--- src/hw/rtl/obtob_pkg.sv ---
// Package for the order book top-of-book unit: request/response payload
// types, controller states, control/status structs and shared constants.
// No dependencies.
`default_nettype none

package obtob_pkg;

    // Field widths fixed by the payload format
    localparam int PRICE_W = 32;
    localparam int QTY_W   = 32;

    // Default number of price levels per book side
    localparam int LEVELS_DEF = 64;

    // Book side codes
    localparam logic SIDE_BID = 1'b0;
    localparam logic SIDE_ASK = 1'b1;

    // One level update request
    typedef struct packed {
        logic               side;
        logic [PRICE_W-1:0] price;
        logic [QTY_W-1:0]   quantity;
        logic               end_of_message;
    } obtob_req_t;

    // Top-of-book report
    typedef struct packed {
        logic [PRICE_W-1:0] best_bid_price;
        logic [QTY_W-1:0]   best_bid_quantity;
        logic [PRICE_W-1:0] best_ask_price;
        logic [QTY_W-1:0]   best_ask_quantity;
        logic               overflowed;
    } obtob_rsp_t;

    // Controller states
    typedef enum logic [1:0] {
        ST_CLEAR,
        ST_IDLE,
        ST_SCAN,
        ST_APPLY
    } obtob_state_t;

    // Controller -> datapath commands
    typedef struct packed {
        logic clear_en;
        logic load_item;
        logic scan_en;
        logic apply_en;
    } obtob_cmd_t;

    // Datapath -> controller status
    typedef struct packed {
        logic clear_last;
        logic scan_done;
        logic item_eom;
        logic rsp_full;
    } obtob_status_t;

endpackage

`default_nettype wire

--- src/hw/rtl/obtob_ctrl.sv ---
// Controller FSM for the top-of-book unit: clearing pass, request intake,
// table scan and apply/report sequencing. Depends on obtob_pkg.
`default_nettype none

module obtob_ctrl (
    input  wire logic                    clk,
    input  wire logic                    rst_n,
    input  wire logic                    req_valid,
    output logic                         req_ready,
    input  wire obtob_pkg::obtob_status_t status,
    output obtob_pkg::obtob_cmd_t        cmd
);

    obtob_pkg::obtob_state_t state_reg;
    obtob_pkg::obtob_state_t state_next;

    // State register
    always_ff @(posedge clk or negedge rst_n)
    begin
        if (!rst_n)
        begin
            state_reg <= obtob_pkg::ST_CLEAR;
        end
        else
        begin
            state_reg <= state_next;
        end
    end

    // Next state and commands
    always_comb
    begin
        state_next = state_reg;
        cmd        = '0;
        req_ready  = 1'b0;
        case (state_reg)
            obtob_pkg::ST_CLEAR:
            begin
                cmd.clear_en = 1'b1;
                if (status.clear_last)
                begin
                    state_next = obtob_pkg::ST_IDLE;
                end
            end
            obtob_pkg::ST_IDLE:
            begin
                req_ready = 1'b1;
                if (req_valid)
                begin
                    cmd.load_item = 1'b1;
                    state_next    = obtob_pkg::ST_SCAN;
                end
            end
            obtob_pkg::ST_SCAN:
            begin
                cmd.scan_en = 1'b1;
                if (status.scan_done)
                begin
                    state_next = obtob_pkg::ST_APPLY;
                end
            end
            obtob_pkg::ST_APPLY:
            begin
                // a report waits for the response register to drain
                if (!(status.item_eom && status.rsp_full))
                begin
                    cmd.apply_en = 1'b1;
                    state_next   = obtob_pkg::ST_IDLE;
                end
            end
            default:
            begin
                state_next = obtob_pkg::ST_CLEAR;
            end
        endcase
    end

endmodule

`default_nettype wire

--- config.mk ---
export PLATFORM = sky130hd
export DESIGN_NAME = obtob_ctrl
export DESIGN_NICKNAME = d
export VERILOG_FILES = /design/src/hw/rtl/obtob_pkg.sv /design/src/hw/rtl/obtob_ctrl.sv
export SDC_FILE = /design/constraint.sdc
export NUM_CORES = 1
export LEC_CHECK = 0
export ABC_AREA = 1
export BUFFER_PORTS_ARGS = -buffer_cell sky130_fd_sc_hd__buf_2
export CAP_MARGIN = 10
export CORE_AREA = 2 2 39 41
export CTS_BUF_LIST = sky130_fd_sc_hd__clkbuf_2 sky130_fd_sc_hd__clkbuf_4 sky130_fd_sc_hd__clkbuf_8
export DETAILED_ROUTE_END_ITERATION = 7
export DIE_AREA = 0 0 41 43
export GPL_ROUTABILITY_DRIVEN = 1
export SLEW_MARGIN = 0
export SYNTH_ARGS = -nofsm -noshare
export SYNTH_HDL_FRONTEND = slang
export SYNTH_SLANG_ARGS = --single-unit
--- constraint.sdc ---
create_clock -name clk -period 2 [get_ports clk]
set_input_delay 0.2 -clock clk [delete_from_list [all_inputs] [get_ports clk]]
set_output_delay 0.2 -clock clk [all_outputs]
set_load 0.005 [all_outputs]
==> results.py <==
metrics = {
    "yosys": {
        "yosysSeqAreaShare_pct": 21.3,
        "synthCells": 29,
        "synth_warnings": 0,
        "syn_area_um2": 235,
        "synth_seq_cells": 2,
        "avgSynthCellArea_um2": 8.11,
        "synth_fp_nets": 41,
        "synth_cell_types": 10,
    },
    "setup_path": {
        "worstSetupEndpointType": "primary output",
        "crit_top_cell": "inv_1",
        "crit_family": "flip-flops",
        "path_class": "reg -> out",
        "critical_path_required_ps": 1800,
        "startpoint_type": "register",
        "crit_fanout": 4,
        "crit_path_top_delay_cell": "dfrtp_1",
        "worst-path-buf-inv": 3,
        "cp.arrival_ps": 1120,
        "worstPathCellList": "inv_1, ha_1, nand2_1, inv_1, buf_2",
        "cp_slowest_stage_delay_ps": 390,
    },
    "placed_design": {
        "place.gp.congestion": 0.664,
        "portBuffers": 11,
        "place_ws_ps": 813,
        "place_area_um2": 310,
    },
    "sta": {
        "skew_ps": 0.675,
        "hold_viol": 0,
        "fin_crit_ps": 1320,
        "period_share_pct": 66.0,
        "slew_violations": 0,
        "hold_slack_ps": 291,
        "rsz0062_at_grt": "no",
        "fin_setup_tns_ps": 0,
        "setup_viol": 0,
        "worst_pin_slew_ps": 157,
        "fin_ws_ps": 679,
        "fmax_ghz": 0.757,
        "relSlewSlack_pct": 89.5,
    },
    "floorplanning": {
        "chipWidth_um": 41,
        "die-area_um2": 1760,
        "core_area_um2": 1380,
        "row_count": 14,
        "start_util_pct": 17.0,
        "io_pins": 12,
        "die_y_um": 43,
    },
    "route": {
        "drc_errors": 0,
        "firstDrtPassIters": 1,
        "routed_wl_um": 358,
        "vias_per_cell": 3.42,
        "drtIter0Drc": 0,
        "wl_per_cell_um": 5.97,
        "vias": 205,
        "postRouteAntennaNets": 0,
    },
    "power_and_ir_drop": {
        "ir_drop_uv": 261,
        "p_leak_nw": 0.216,
        "power_mw": 0.443,
        "power_density_nw_per_um2": 1290,
    },
    "grt": {
        "grt_use_total_pct": 6.12,
        "grt_pass1_vias": 203,
        "antenna_found_initial": 0,
        "overflow": 0,
        "grt_pass1_wl_um": 662,
        "grt_max_degree": 6,
    },
    "finish": {
        "largest_reg_flops": 2,
        "drive_above_1_share_pct": 43.2,
        "ff_latch_area_um2": 50.0,
        "multi_input_area_um2": 159,
        "antenna_cells": 0,
        "layout_common_cells": "11 x buf_2, 7 x inv_1, 6 x nand2_1",
        "final_common_cell": "buf_2",
        "nNetsFinal": 58,
        "syn_to_final_growth_pct": 45.7,
        "fill_cells": 154,
        "final_area_um2": 343,
    },
    "clock_tree": {
        "numCtsBuffers": 3,
        "cts_tree": "built",
        "cts_resized": 0,
        "cts_setup_buffers": 0,
        "cts_buffer_depth": 2,
        "insertion_delay_ps": 220,
        "htree_levels": 1,
        "path_clk_slew_ps": 30,
        "cts-root-buf": "clkbuf_4",
        "cts_sinks": 2,
    },
    "run_status": {
        "status": "completed",
    },
    "flow_run": {
        "max-cap-violations": 0,
    },
    "worst_hold_path": {
        "holdCritPathClass": "in -> async",
    },
}
[final timing paths]
kind                                             to  slack (ps)  cells past startpoint                startpoint
hold reg to reg            state_reg[1]$_DFFE_PN0P_         530                      2  state_reg[1]$_DFFE_PN0P_
setup reg to reg           state_reg[0]$_DFFE_PN0P_         830                      6  state_reg[0]$_DFFE_PN0P_
max in group asynchronous  state_reg[0]$_DFFE_PN0P_        1610                      2                     rst_n
min in group clk           state_reg[1]$_DFFE_PN0P_         400                      5                 status[0]
hold / removal             state_reg[1]$_DFFE_PN0P_         290                      2                     rst_n
setup / recovery                             cmd[2]         680                      5  state_reg[1]$_DFFE_PN0P_
[metrics by stage]
step / utilization, % / instances
after detailed placement: 22.4 / 56
after global routing: 24.8 / 60
after global placement: 22.4 / 56
after CTS: 24.8 / 60
after floorplan: - / 29
final: 24.8 / 60
[power by group]
| part | switching (mW) | internal, mW |
|---|---|---|
| clock | 0.0209 | 0.0660 |
| combinational | 0.143 | 0.126 |
| sequential | 0.0235 | 0.0640 |
[worst reg2reg max path, delay by kind of cell, from the launching register on]
| kind | cells | cell delay [ps] |
|---|---|---|
| flops | 1 | 400 |
| fa+ha+maj | 1 | 240 |
| simple gates | 3 | 200 |
| compound gates | 1 | 130 |
| buf+inv | 1 | 80 |
[cells by family (layout without fill, tap and decap cells)]
logic type,Yosys count,after routing,synth area share (%)
and+or+nand+nor,12,12,33.5
buffers and inverters,7,22,11.2
adders and majority gates,5,5,26.6
AOI/OAI and AO/OA,3,3,7.45
DFF,2,2,21.3
[metal layers]
metal / track usage [%] / part of all wire, %
met2: 8.13 / 53
met4: 8.00 / 0
met1: 5.47 / 37
met5: 0 / 0
met3: 3.14 / 9.8
[synthesized netlist by cell type, drive strengths merged]
library cell | count | area, um^2
nor2 | 1 | 11.3
nand2 | 10 | 62.6
ha | 5 | 62.6
o21ai | 2 | 10.0
nand3 | 1 | 5.00
dfrtp | 2 | 50.1
a21boi | 1 | 7.51
inv | 7 | 26.3
[repair_timing]
action                                  4_1_cts  5_1_grt
hold endpoints to repair                      2        0
endpoints found under the setup margin        0        0
hold buffers                                  1        0
[cell type report]
class,count,area share [%]
flip-flops and latches,2,14.6
repair buffers,12,19.0
multi-input cells,20,46.4
inverters,7,7.66
clock buffers,3,6.57
well taps,16,5.84
Note: power is estimated with default switching activity, not from simulation.
